--- config.mk ---
export PLATFORM = sky130hd
export DESIGN_NAME = boolean_range_decoder
export DESIGN_NICKNAME = d
export VERILOG_FILES = /design/src/rtl/brd_pkg.sv /design/src/rtl/brd_ram.sv /design/src/rtl/brd_queue.sv /design/src/rtl/brd_core.sv /design/src/rtl/boolean_range_decoder.sv
export SDC_FILE = /design/constraint.sdc
export NUM_CORES = 1
export LEC_CHECK = 0
export ABC_CLOCK_PERIOD_IN_PS = 7900
export BUFFER_PORTS_ARGS = -buffer_cell sky130_fd_sc_hd__buf_2
export CORE_ASPECT_RATIO = 1.25
export CORE_UTILIZATION = 45
export CTS_CLUSTER_SIZE = 12
export DETAILED_ROUTE_END_ITERATION = 8
export PLACE_DENSITY = 0.62
export SLEW_MARGIN = 15
export SYNTH_ARGS = -nofsm -noshare
export SYNTH_HDL_FRONTEND = slang
export SYNTH_SLANG_ARGS = --single-unit
--- constraint.sdc ---
create_clock -name aclk -period 7.9 [get_ports aclk]
set_input_delay 0 -clock aclk [delete_from_list [all_inputs] [get_ports aclk]]
set_output_delay 0 -clock aclk [all_outputs]
set_load 0.05 [all_outputs]
--- src/rtl/brd_pkg.sv ---
// Shared types, codes and sizes for the boolean range decoder.
package brd_pkg;

    // Coded-byte queue geometry
    localparam int QUEUE_DEPTH = 16;
    localparam int QAW = (QUEUE_DEPTH > 1) ? $clog2(QUEUE_DEPTH) : 1;
    localparam int QCW = $clog2(QUEUE_DEPTH + 1);
    localparam int QSW = QAW + 1;

    localparam logic [7:0] HALF_PROB    = 8'd128;
    localparam logic [3:0] LIT_MAX      = 4'd8;
    localparam logic [3:0] START_SHIFTS = 4'd8;
    localparam logic [7:0] FULL_RANGE   = 8'd255;

    typedef enum logic [2:0] {
        ACT_START  = 3'd0,
        ACT_PUSH   = 3'd1,
        ACT_BOOL   = 3'd2,
        ACT_LIT    = 3'd3,
        ACT_FINISH = 3'd4
    } action_t;

    typedef enum logic [2:0] {
        ST_IDLE,
        ST_SPLIT,
        ST_DECIDE,
        ST_SHIFT,
        ST_FETCH,
        ST_DONE
    } state_t;

    typedef struct packed {
        logic [3:0] literal_width;
        logic [7:0] probability;
        logic [7:0] coded_byte;
        logic [2:0] action;
    } item_t;

    typedef struct packed {
        logic       queue_full;
        logic       overread;
        logic [7:0] decoded_value;
    } result_t;

    typedef struct packed {
        logic       push;
        logic       pop;
        logic [7:0] wdata;
    } q_cmd_t;

    typedef struct packed {
        logic empty;
        logic full;
    } q_stat_t;

endpackage

--- src/rtl/brd_ram.sv ---
// Generic single-write, single-read RAM with registered read data.
module brd_ram #(
    parameter int WIDTH = 8,
    parameter int DEPTH = 16
) (
    input  logic                     aclk,
    input  logic                     we,
    input  logic [$clog2(DEPTH)-1:0] waddr,
    input  logic [WIDTH-1:0]         wdata,
    input  logic [$clog2(DEPTH)-1:0] raddr,
    output logic [WIDTH-1:0]         rdata
);

    logic [WIDTH-1:0] mem [DEPTH];

    always_ff @(posedge aclk) begin
        if (we) begin
            mem[waddr] <= wdata;
        end
        rdata <= mem[raddr];
    end

endmodule

--- src/rtl/brd_queue.sv ---
// Circular byte queue holding coded bytes ahead of the decoder.
module brd_queue (
    input  logic            aclk,
    input  logic            aresetn,
    input  brd_pkg::q_cmd_t cmd,
    output brd_pkg::q_stat_t stat,
    output logic [7:0]      rdata
);
    import brd_pkg::*;

    logic [QAW-1:0] head_reg, head_next;
    logic [QCW-1:0] count_reg, count_next;
    logic [QSW-1:0] tail_sum;
    logic [QSW-1:0] tail_wrap;
    logic           do_push;

    assign stat.empty = (count_reg == '0);
    assign stat.full  = (count_reg == QCW'(QUEUE_DEPTH));
    assign do_push    = cmd.push && !stat.full;

    assign tail_sum  = QSW'(head_reg) + QSW'(count_reg);
    assign tail_wrap = (tail_sum >= QSW'(QUEUE_DEPTH)) ? tail_sum - QSW'(QUEUE_DEPTH)
                                                       : tail_sum;

    always_comb begin
        head_next  = head_reg;
        count_next = count_reg;
        if (cmd.pop) begin
            head_next = (head_reg == QAW'(QUEUE_DEPTH - 1)) ? '0 : head_reg + 1'b1;
        end
        case ({do_push, cmd.pop})
            2'b10:   count_next = count_reg + 1'b1;
            2'b01:   count_next = count_reg - 1'b1;
            default: count_next = count_reg;
        endcase
    end

    always_ff @(posedge aclk) begin
        if (!aresetn) begin
            head_reg  <= '0;
            count_reg <= '0;
        end else begin
            head_reg  <= head_next;
            count_reg <= count_next;
        end
    end

    brd_ram #(
        .WIDTH(8),
        .DEPTH(QUEUE_DEPTH)
    ) u_ram (
        .aclk (aclk),
        .we   (do_push),
        .waddr(tail_wrap[QAW-1:0]),
        .wdata(cmd.wdata),
        .raddr(head_reg),
        .rdata(rdata)
    );

    a_count_bound: assert property (@(posedge aclk) disable iff (!aresetn)
        count_reg <= QCW'(QUEUE_DEPTH))
        else $error("queue count past depth");

    a_pop_nonempty: assert property (@(posedge aclk) disable iff (!aresetn)
        cmd.pop |-> !stat.empty)
        else $error("pop from empty queue");

endmodule

--- src/rtl/brd_core.sv ---
// Sequencer and shared split/compare/shift unit of the bool decoder.
module brd_core (
    input  logic             aclk,
    input  logic             aresetn,
    input  logic             start,
    input  brd_pkg::item_t   item,
    input  logic             out_free,
    output logic             idle,
    output logic             done,
    output brd_pkg::result_t result,
    output brd_pkg::q_cmd_t  q_cmd,
    input  brd_pkg::q_stat_t q_stat,
    input  logic [7:0]       q_rdata
);
    import brd_pkg::*;

    state_t      state_reg, state_next;
    logic [7:0]  range_reg, range_next;
    logic [15:0] window_reg, window_next;
    logic [3:0]  wbits_reg, wbits_next;
    logic        over_reg, over_next;
    logic [7:0]  prob_reg, prob_next;
    logic [7:0]  split_reg, split_next;
    logic [3:0]  lit_cnt_reg, lit_cnt_next;
    logic [3:0]  shift_cnt_reg, shift_cnt_next;
    logic        start_mode_reg, start_mode_next;
    logic [7:0]  value_reg, value_next;
    logic        full_reg, full_next;

    logic [15:0] prod;
    logic        bit_one;
    logic        need_shift;
    logic        need_fetch;
    logic [3:0]  lit_width;

    assign prod       = {8'd0, range_reg - 8'd1} * {8'd0, prob_reg};
    assign bit_one    = (window_reg[15:8] >= split_reg);
    assign need_shift = start_mode_reg ? (shift_cnt_reg != 4'd0) : !range_reg[7];
    assign need_fetch = (wbits_reg == 4'd0) && !q_stat.empty;
    assign lit_width  = (item.literal_width > LIT_MAX) ? LIT_MAX : item.literal_width;

    // next state
    always_comb begin
        state_next = state_reg;
        case (state_reg)
            ST_IDLE: begin
                if (start) begin
                    case (item.action)
                        ACT_START: state_next = ST_SHIFT;
                        ACT_BOOL:  state_next = ST_SPLIT;
                        ACT_LIT:   state_next = (lit_width == 4'd0) ? ST_DONE : ST_SPLIT;
                        default:   state_next = ST_DONE;
                    endcase
                end
            end
            ST_SPLIT:  state_next = ST_DECIDE;
            ST_DECIDE: state_next = ST_SHIFT;
            ST_SHIFT: begin
                if (need_shift) begin
                    state_next = need_fetch ? ST_FETCH : ST_SHIFT;
                end else if (!start_mode_reg && lit_cnt_reg != 4'd0) begin
                    state_next = ST_SPLIT;
                end else begin
                    state_next = ST_DONE;
                end
            end
            ST_FETCH: state_next = ST_SHIFT;
            ST_DONE:  state_next = out_free ? ST_IDLE : ST_DONE;
            default:  state_next = ST_IDLE;
        endcase
    end

    // datapath and outputs
    always_comb begin
        range_next      = range_reg;
        window_next     = window_reg;
        wbits_next      = wbits_reg;
        over_next       = over_reg;
        prob_next       = prob_reg;
        split_next      = split_reg;
        lit_cnt_next    = lit_cnt_reg;
        shift_cnt_next  = shift_cnt_reg;
        start_mode_next = start_mode_reg;
        value_next      = value_reg;
        full_next       = full_reg;
        q_cmd.push      = 1'b0;
        q_cmd.pop       = 1'b0;
        q_cmd.wdata     = item.coded_byte;
        idle            = (state_reg == ST_IDLE);
        done            = (state_reg == ST_DONE) && out_free;

        case (state_reg)
            ST_IDLE: begin
                if (start) begin
                    value_next = 8'd0;
                    full_next  = 1'b0;
                    case (item.action)
                        ACT_START: begin
                            range_next      = FULL_RANGE;
                            window_next     = 16'd0;
                            wbits_next      = 4'd0;
                            over_next       = 1'b0;
                            shift_cnt_next  = START_SHIFTS;
                            start_mode_next = 1'b1;
                        end
                        ACT_PUSH: begin
                            q_cmd.push = !q_stat.full;
                            full_next  = q_stat.full;
                        end
                        ACT_BOOL: begin
                            prob_next       = item.probability;
                            lit_cnt_next    = 4'd1;
                            start_mode_next = 1'b0;
                        end
                        ACT_LIT: begin
                            prob_next       = HALF_PROB;
                            lit_cnt_next    = lit_width;
                            start_mode_next = 1'b0;
                        end
                        default: begin
                            value_next = 8'd0;
                        end
                    endcase
                end
            end
            ST_SPLIT: begin
                split_next = 8'd1 + prod[15:8];
            end
            ST_DECIDE: begin
                if (bit_one) begin
                    range_next  = range_reg - split_reg;
                    window_next = window_reg - {split_reg, 8'h00};
                end else begin
                    range_next = split_reg;
                end
                value_next   = {value_reg[6:0], bit_one};
                lit_cnt_next = lit_cnt_reg - 4'd1;
            end
            ST_SHIFT: begin
                if (need_shift && !need_fetch) begin
                    if (wbits_reg != 4'd0) begin
                        window_next = {window_reg[14:0], 1'b0};
                        wbits_next  = wbits_reg - 4'd1;
                    end else begin
                        // queue dry: shift in a zero and flag it
                        window_next = {window_reg[14:8], 9'h000};
                        over_next   = 1'b1;
                    end
                    if (start_mode_reg) begin
                        shift_cnt_next = shift_cnt_reg - 4'd1;
                    end else begin
                        range_next = {range_reg[6:0], 1'b0};
                    end
                end
            end
            ST_FETCH: begin
                window_next = {window_reg[14:8], q_rdata, 1'b0};
                wbits_next  = 4'd7;
                q_cmd.pop   = 1'b1;
                if (start_mode_reg) begin
                    shift_cnt_next = shift_cnt_reg - 4'd1;
                end else begin
                    range_next = {range_reg[6:0], 1'b0};
                end
            end
            default: begin
                value_next = value_reg;
            end
        endcase
    end

    assign result.decoded_value = value_reg;
    assign result.overread      = over_reg;
    assign result.queue_full    = full_reg;

    always_ff @(posedge aclk) begin
        if (!aresetn) begin
            state_reg      <= ST_IDLE;
            range_reg      <= FULL_RANGE;
            window_reg     <= 16'd0;
            wbits_reg      <= 4'd0;
            over_reg       <= 1'b0;
            start_mode_reg <= 1'b0;
            lit_cnt_reg    <= 4'd0;
            shift_cnt_reg  <= 4'd0;
        end else begin
            state_reg      <= state_next;
            range_reg      <= range_next;
            window_reg     <= window_next;
            wbits_reg      <= wbits_next;
            over_reg       <= over_next;
            start_mode_reg <= start_mode_next;
            lit_cnt_reg    <= lit_cnt_next;
            shift_cnt_reg  <= shift_cnt_next;
        end
    end

    always_ff @(posedge aclk) begin
        prob_reg  <= prob_next;
        split_reg <= split_next;
        value_reg <= value_next;
        full_reg  <= full_next;
    end

    a_range_norm: assert property (@(posedge aclk) disable iff (!aresetn)
        (state_reg == ST_IDLE) |-> range_reg[7])
        else $error("range not normalized between items");

    a_wbits_bound: assert property (@(posedge aclk) disable iff (!aresetn)
        wbits_reg <= 4'd8)
        else $error("window bit count out of range");

    a_fetch_has_byte: assert property (@(posedge aclk) disable iff (!aresetn)
        (state_reg == ST_FETCH) |-> !q_stat.empty)
        else $error("byte fetch with empty queue");

endmodule

--- src/rtl/boolean_range_decoder.sv ---
// Top level: VP8/VP9 boolean range decoder with a coded-byte queue.
//
//  channel | dir | beat contents (lowest bit first)
//  --------+-----+-----------------------------------------------------------
//  s_      | in  | tuser: action[2:0]
//          |     | tdata: coded_byte[7:0] probability[15:8]
//          |     |        literal_width[19:16], zero pad to 24 bits
//  m_      | out | tdata: decoded_value[7:0] overread[8] queue_full[9], pad to 16
//
// After accept: push, finish, unused and zero-width literal go straight to result load;
// a bool runs split multiply, compare/subtract, renormalizing shifts plus a
// closing check, a fetch step for each byte popped, then the result load.
// A literal repeats split, compare and shifts per bit; start runs its 8 shifts.
// s_tready is high only while the sequencer idles, from the edge that loads m_;
// a result still held in m_ stalls the sequencer in its last cycle.
// Reset (aresetn low, synchronous) empties the queue, sets range to 255 and
// clears the window and overread flag; queue storage itself is not cleared.
module boolean_range_decoder (
    input  logic        aclk,
    input  logic        aresetn,

    input  logic        s_tvalid,
    output logic        s_tready,
    input  logic [23:0] s_tdata,   // coded_byte, probability, literal_width
    input  logic [2:0]  s_tuser,   // action

    output logic        m_tvalid,
    input  logic        m_tready,
    output logic [15:0] m_tdata    // decoded_value, overread, queue_full
);
    import brd_pkg::*;

    item_t   item;
    result_t result;
    q_cmd_t  q_cmd;
    q_stat_t q_stat;
    logic [7:0] q_rdata;

    logic core_idle;
    logic core_done;
    logic start;
    logic out_free;

    logic        m_valid_reg, m_valid_next;
    logic [15:0] m_data_reg, m_data_next;

    // unpack the input beat
    assign item.action        = s_tuser;
    assign item.coded_byte    = s_tdata[7:0];
    assign item.probability   = s_tdata[15:8];
    assign item.literal_width = s_tdata[19:16];

    assign s_tready = core_idle;
    assign start    = s_tvalid && s_tready;

    // output register is free when empty or being drained this cycle
    assign out_free = !m_valid_reg || m_tready;

    brd_queue u_queue (
        .aclk   (aclk),
        .aresetn(aresetn),
        .cmd    (q_cmd),
        .stat   (q_stat),
        .rdata  (q_rdata)
    );

    brd_core u_core (
        .aclk    (aclk),
        .aresetn (aresetn),
        .start   (start),
        .item    (item),
        .out_free(out_free),
        .idle    (core_idle),
        .done    (core_done),
        .result  (result),
        .q_cmd   (q_cmd),
        .q_stat  (q_stat),
        .q_rdata (q_rdata)
    );

    always_comb begin
        m_valid_next = m_valid_reg;
        m_data_next  = m_data_reg;
        if (core_done) begin
            m_valid_next = 1'b1;
            m_data_next  = {6'd0, result};
        end else if (m_tready) begin
            m_valid_next = 1'b0;
        end
    end

    always_ff @(posedge aclk) begin
        if (!aresetn) begin
            m_valid_reg <= 1'b0;
        end else begin
            m_valid_reg <= m_valid_next;
        end
    end

    always_ff @(posedge aclk) begin
        m_data_reg <= m_data_next;
    end

    assign m_tvalid = m_valid_reg;
    assign m_tdata  = m_data_reg;

endmodule
# Word-level counts from Yosys, hierarchy flattened
# Memories as Yosys holds them, arrays and structs flattened. A register that Yosys moved wholly into a read port is not among the register bits.
# Index checks and enable logic that the tools add are counted.
[totals]
elab_cells = 148
output_inout_bits = 18
ramBits = 128
mem_count = 1
ff_bits = 86
input_bits = 31
[mem_list]
columns = ["memory", "words", "word_bits", "read_ports", "rd_ports_with_merged_regs", "wr", "line_no", "source"]
rows = [
  ["u_queue.u_ram.mem", 16, 8, 1, 1, 1, "brd_ram.sv:14", "logic [WIDTH-1:0] mem [DEPTH];"],
]
[classes]
n_addsub = 12
mux = 55
reduce_logical = 41
n_lt_le_gt_ge = 3
eq_ne = 19
n_mul = 1
[op_table]
columns = ["cell", "n"]
rows = [
  ["16-bit 2-to-1 mux", 4],
  ["16-bit one-hot mux with 4 select lines", 1],
  ["4-bit 2-to-1 mux", 12],
  ["8-bit 2-to-1 mux", 6],
  ["8-bit one-hot mux with 2 select lines", 2],
  ["8-bit one-hot mux with 4 select lines", 1],
  ["4-bit one-hot mux with 3 select lines", 2],
  ["3-bit 2-to-1 mux", 6],
  ["8-bit by 8-bit multiplier with 16-bit output", 1],
  ["4-bit one-hot mux with 2 select lines", 2],
  ["4-bit nonzero test", 4],
  ["16-bit subtractor", 1],
  ["4-bit by 1-bit subtractor with 4-bit output, second input constant", 4],
  ["3-bit one-hot mux with 5 select lines", 1],
  ["5-bit AND reduction", 3],
  ["1-bit 2-to-1 mux", 13],
  ["3-bit by 2-bit equality test with 1-bit output, second input constant", 4],
  ["2-bit nonzero test", 6],
  ["2-bit by 1-bit inequality test with 1-bit output, second input constant", 5],
  ["5-bit one-hot mux with 2 select lines", 1],
  ["9-bit 2-to-1 mux", 1],
  ["3-bit one-hot mux with 3 select lines", 1],
  ["3-bit AND reduction", 3],
  ["1-bit by 8-bit adder with 8-bit output, first input constant", 1],
  ["28 further kinds", 46],
]

# Longest topological paths before layout
[logic_depth]
depth_word = 8
depth_mapped = 25

# Modules after synthesis
# A second synthesis with hierarchy kept.
[hier_totals]
hier_cells = 987
hier_area_um2 = 12157.9
[by_module_without_submodules]
columns = ["mod", "n_inst", "cells_per_inst", "area_per_inst_um2"]
rows = [
  ["brd_core", 1, 662, 5955.7],
  ["brd_ram", 1, 229, 5147.4],
  ["brd_queue", 1, 74, 650.6],
  ["boolean_range_decoder", 1, 22, 404.1],
]

# Worst setup path after synthesis
# Ideal clock, no wire load.
[synth_timing]
path_type = "reg-to-reg"
start = "register u_core.range_reg[0]"
end = "register u_core.split_reg[6] (data pin)"
path_stages_with_launch = 25
arrival_ps = 5937
synth_period_minus_slack_ps = 6197
setup_slack_ps = 1703
setup_ps = 260
path_cell_list = "dfxtp_1 -> nor3_1 -> nor3b_1 -> xor2_1 -> nand2_1 -> fa_1 -> fa_1 -> inv_1 -> fa_1 -> inv_1 -> fa_1 -> inv_1 -> ha_1 -> a2111o_1 -> a31oi_1 -> or2_4 -> inv_1 -> a21oi_1 -> xnor2_1 -> ha_1 -> inv_1 -> or4b_1 -> a21o_1 -> a221o_1 -> xor2_1"
[synth_between]
elab_chain_cells = 3
[synth_rtl]
columns = ["element", "line_no", "source"]
rows = [
  ["start: declaration", "brd_core.sv:18", "logic [7:0] range_reg, range_next;"],
  ["start signal: assignment", "brd_core.sv:188", "range_reg <= range_next;"],
  ["8-bit by 1-bit subtractor with 8-bit output", "brd_core.sv:36", "assign prod = {8'd0, range_reg - 8'd1} * {8'd0, prob_reg};"],
  ["8-bit by 8-bit multiplier with 16-bit output", "brd_core.sv:36", ""],
  ["1-bit by 8-bit adder with 8-bit output", "brd_core.sv:127", "split_next = 8'd1 + prod[15:8];"],
  ["end signal: assignment", "brd_core.sv:200", "split_reg <= split_next;"],
  ["end: declaration", "brd_core.sv:23", "logic [7:0] split_reg, split_next;"],
]
# Every way passes these cells.
# A chain may end at the register's enable or synchronous reset.

# Final worst setup path
# Ends and elaborated chain as after synthesis.

==> results.yml <==
routing:
  ant_nets: 0
  wl_mm: 22.99
  remaining_drc_errors: 0
  drt_iter0_drc: 303
  wl_per_cell_um: 16.65
  viasPerCell: 5.268
  first_pass_iters: 5
  via_count: 7275
timing:
  setup_viol: 0
  fin_worst_skew_ns: 0.01232
  slew_viol_final: 0
  worstMarginPinSlew_ns: 0.9869
  relSlewSlack_pct: 34.21
  period_share_pct: 85.56
  fin_crit_ns: 6.760
  max_freq_mhz: 147.9
  final.setup.tns_ns: 0
  grt_setup_unrepaired: "no"
  hold_violations: 0
synthesis:
  ys_ff_latch: 221
  synth-edff-count: 163
  synthArstFlopShare_pct: 0
  ys.warnings.count: 0
  synth_top_area_cell: "edfxtp_1"
  synth_most_common_cell: "edfxtp_1"
  synth_common_cells: "edfxtp_1 (163), inv_1 (79), nand2_1 (65)"
  netlist_top_cells_area: "edfxtp_1 (41%), dfxtp_1 (9.7%), mux4_2 (7.6%)"
  synth.yosys.seq_area_share_pct: 50.81
  synth.distinct_cells: 68
  avgSynthCellArea_um2: 12.48
  syn_area_um2: 11920
  synth_top_area_share_pct: 41.07
  synth_ff_type: "edfxtp_1"
  syn_inst: 955
setup_path:
  crit_fanout: 9
  end_kind: "register"
  startpoint_type: "register"
  regToRegSetupSlack_ns: 1.14
  ff2ff_path_depth: 24
  crit_type: "register to register"
  cp.arrival_ns: 7.02
  r2r-start: "u_core.range_reg[0]"
  required_ns: 8.16
  startpoint: "u_core.range_reg[0]"
  reg2reg_to: "u_core.split_reg[6]"
clocking:
  cts_setup_buffers: 0
  hold_buffers: 26
  clock_path_buffers: 3
  root_buffer: "clkbuf_16"
  cts_tree: "yes"
  numCtsBuffers: 24
  cts_resized: 0
  clk_latency_ns: 0.52
  cts.sinks: 221
  cts_htree_levels: 1
  clkTransAtPathRegs_ns: 0.05
global_routing:
  grt_max_degree: 47
  track_usage_pct: 17.73
  antenna_found_initial: 0
  grt_pass1_vias: 7399
  grt_overflow: 0
  grt_pass1_wl_mm: 38.19
placement:
  hpwl_mm: 16.47
  portBuffers: 38
  gp_congestion: 0.8294
final_layout:
  final_nets: 1156
  largest_reg_flops: 128
  area_growth_pct: 13.03
  num-fill-cells: 2199
  layout-drive-gt1-share_pct: 12.78
  antenna_cells: 0
hold_path:
  hold_path.startpoint: "s_tdata[19]"
  hold_path_depth: 5
  whs_endpoint: "u_core.lit_cnt_reg[0]"
  hold_path.class: "primary input to register"
status:
  outcome: "finished clean"
floorplanning:
  start_util_pct: 45.82
  die_w_um: 147.6
  dieArea_um2: 27140
  die-height_um: 183.9
  io_pins: 49
  rows: 66
  coreArea_um2: 26010
run:
  drv_cap: 0
[how the worst max path moves through the flow]
stage                                endpoint  slack [ns]  cells past startpoint
after CTS                 u_core.split_reg[6]        1.13                     24
after global placement    u_core.split_reg[6]        1.17                     24
after detailed placement  u_core.split_reg[6]        1.15                     24
after global routing      u_core.split_reg[6]        0.70                     24
final                     u_core.split_reg[6]        1.14                     24
after floorplan           u_core.split_reg[6]        1.70                     24
[layer usage]
layer	part of all wire, %	wire (um)	GRT usage [%]	vias up
met2	53	12160	33.11	110
met5	0	0	0	-
met1	42	9759	21.80	3543
li1	-	-	-	3589
met3	3.0	689	2.258	33
met4	1.7	384	3.546	0
[area by class of cell]
type	count	area (um^2)	share of cell area, %
flip-flops and latches	221	6058	44.97
clock inverters	4	42.54	0.3158
repair buffers	71	503.0	3.734
multi-input cells	626	5433	40.33
inverters	79	296.5	2.201
clock buffers	40	711.9	5.285
well taps	340	425.4	3.158
[kinds of logic (layout without fill, tap and decap cells)]
family / after synthesis / count (layout) / share of synthesized area [%]
buffers and inverters: 113 / 194 / 3.758
xor gates and xnor gates: 42 / 42 / 3.087
adders and majority gates: 102 / 102 / 13.17
and+or+nand+nor: 288 / 288 / 12.87
AOI/OAI and AO/OA: 146 / 146 / 8.504
DFF: 221 / 221 / 50.81
other: 1 / 6 / 0.03147
muxes: 42 / 42 / 7.769
[through the flow]
stage                     util, %  instances  worst slack [ns]  instance area (um^2)  hold slack, ns
after floorplan                 -        960             1.703                 11940         0.09887
after global placement      47.88       1311             1.169                 12460          0.2845
after detailed placement    47.88       1311             1.151                 12460          0.2831
after CTS                   51.78       1381             1.133                 13470         0.01247
after global routing        51.78       1381            0.6989                 13470         0.03954
final                       51.78       1381             1.140                 13470         0.02065
[placed cells by master, fill, tap and decap left out, types with 6 or more instances in the layout]
| cell | instances |
|---|---|
| a21oi_1 | 31 |
| ha_1 | 63 |
| and2_1 | 30 |
| mux4_2 | 40 |
| buf_2 | 38 |
| nand3_1 | 11 |
| a221oi_1 | 7 |
| xnor2_1 | 25 |
| nor3b_1 | 12 |
| a21boi_0 | 8 |
| a31oi_1 | 7 |
| nor3_1 | 13 |
| inv_1 | 79 |
| o21ai_0 | 27 |
| a21o_1 | 9 |
| o211a_1 | 12 |
| clkbuf_16 | 25 |
| o221ai_1 | 6 |
| o211ai_1 | 6 |
| and2b_2 | 6 |
| nand2_1 | 65 |
| nor2b_1 | 41 |
| and3_1 | 12 |
| clkbuf_1 | 12 |
| dfxtp_1 | 56 |
| fa_1 | 39 |
| nor2_1 | 58 |
| buf_4 | 7 |
| xor2_1 | 17 |
| nand2b_1 | 15 |
| conb_1 | 6 |
| edfxtp_1 | 163 |
| dlygate4sd3_1 | 26 |
[worst max-delay path, stage by stage, from the launching register on]
cell and delay, ns:
dfxtp_1 0.47, inv_1 0.15, ha_1 0.24, xor2_1 0.48, nand2_1 0.14, fa_1 0.49
fa_1 0.55, inv_1 0.05, fa_1 0.52, inv_1 0.05, fa_1 0.52, inv_1 0.04
ha_1 0.20, a2111o_1 0.28, a31oi_1 0.29, or2_4 0.21, inv_1 0.04, a21oi_1 0.16
xnor2_1 0.14, ha_1 0.17, inv_1 0.06, or4b_1 0.57, a21o_1 0.18, a221o_1 0.35
xor2_1 0.14
Power is left out: the tool's default activity adds up to more than one toggle a clock period on the data nets, which glitch-free logic cannot reach.
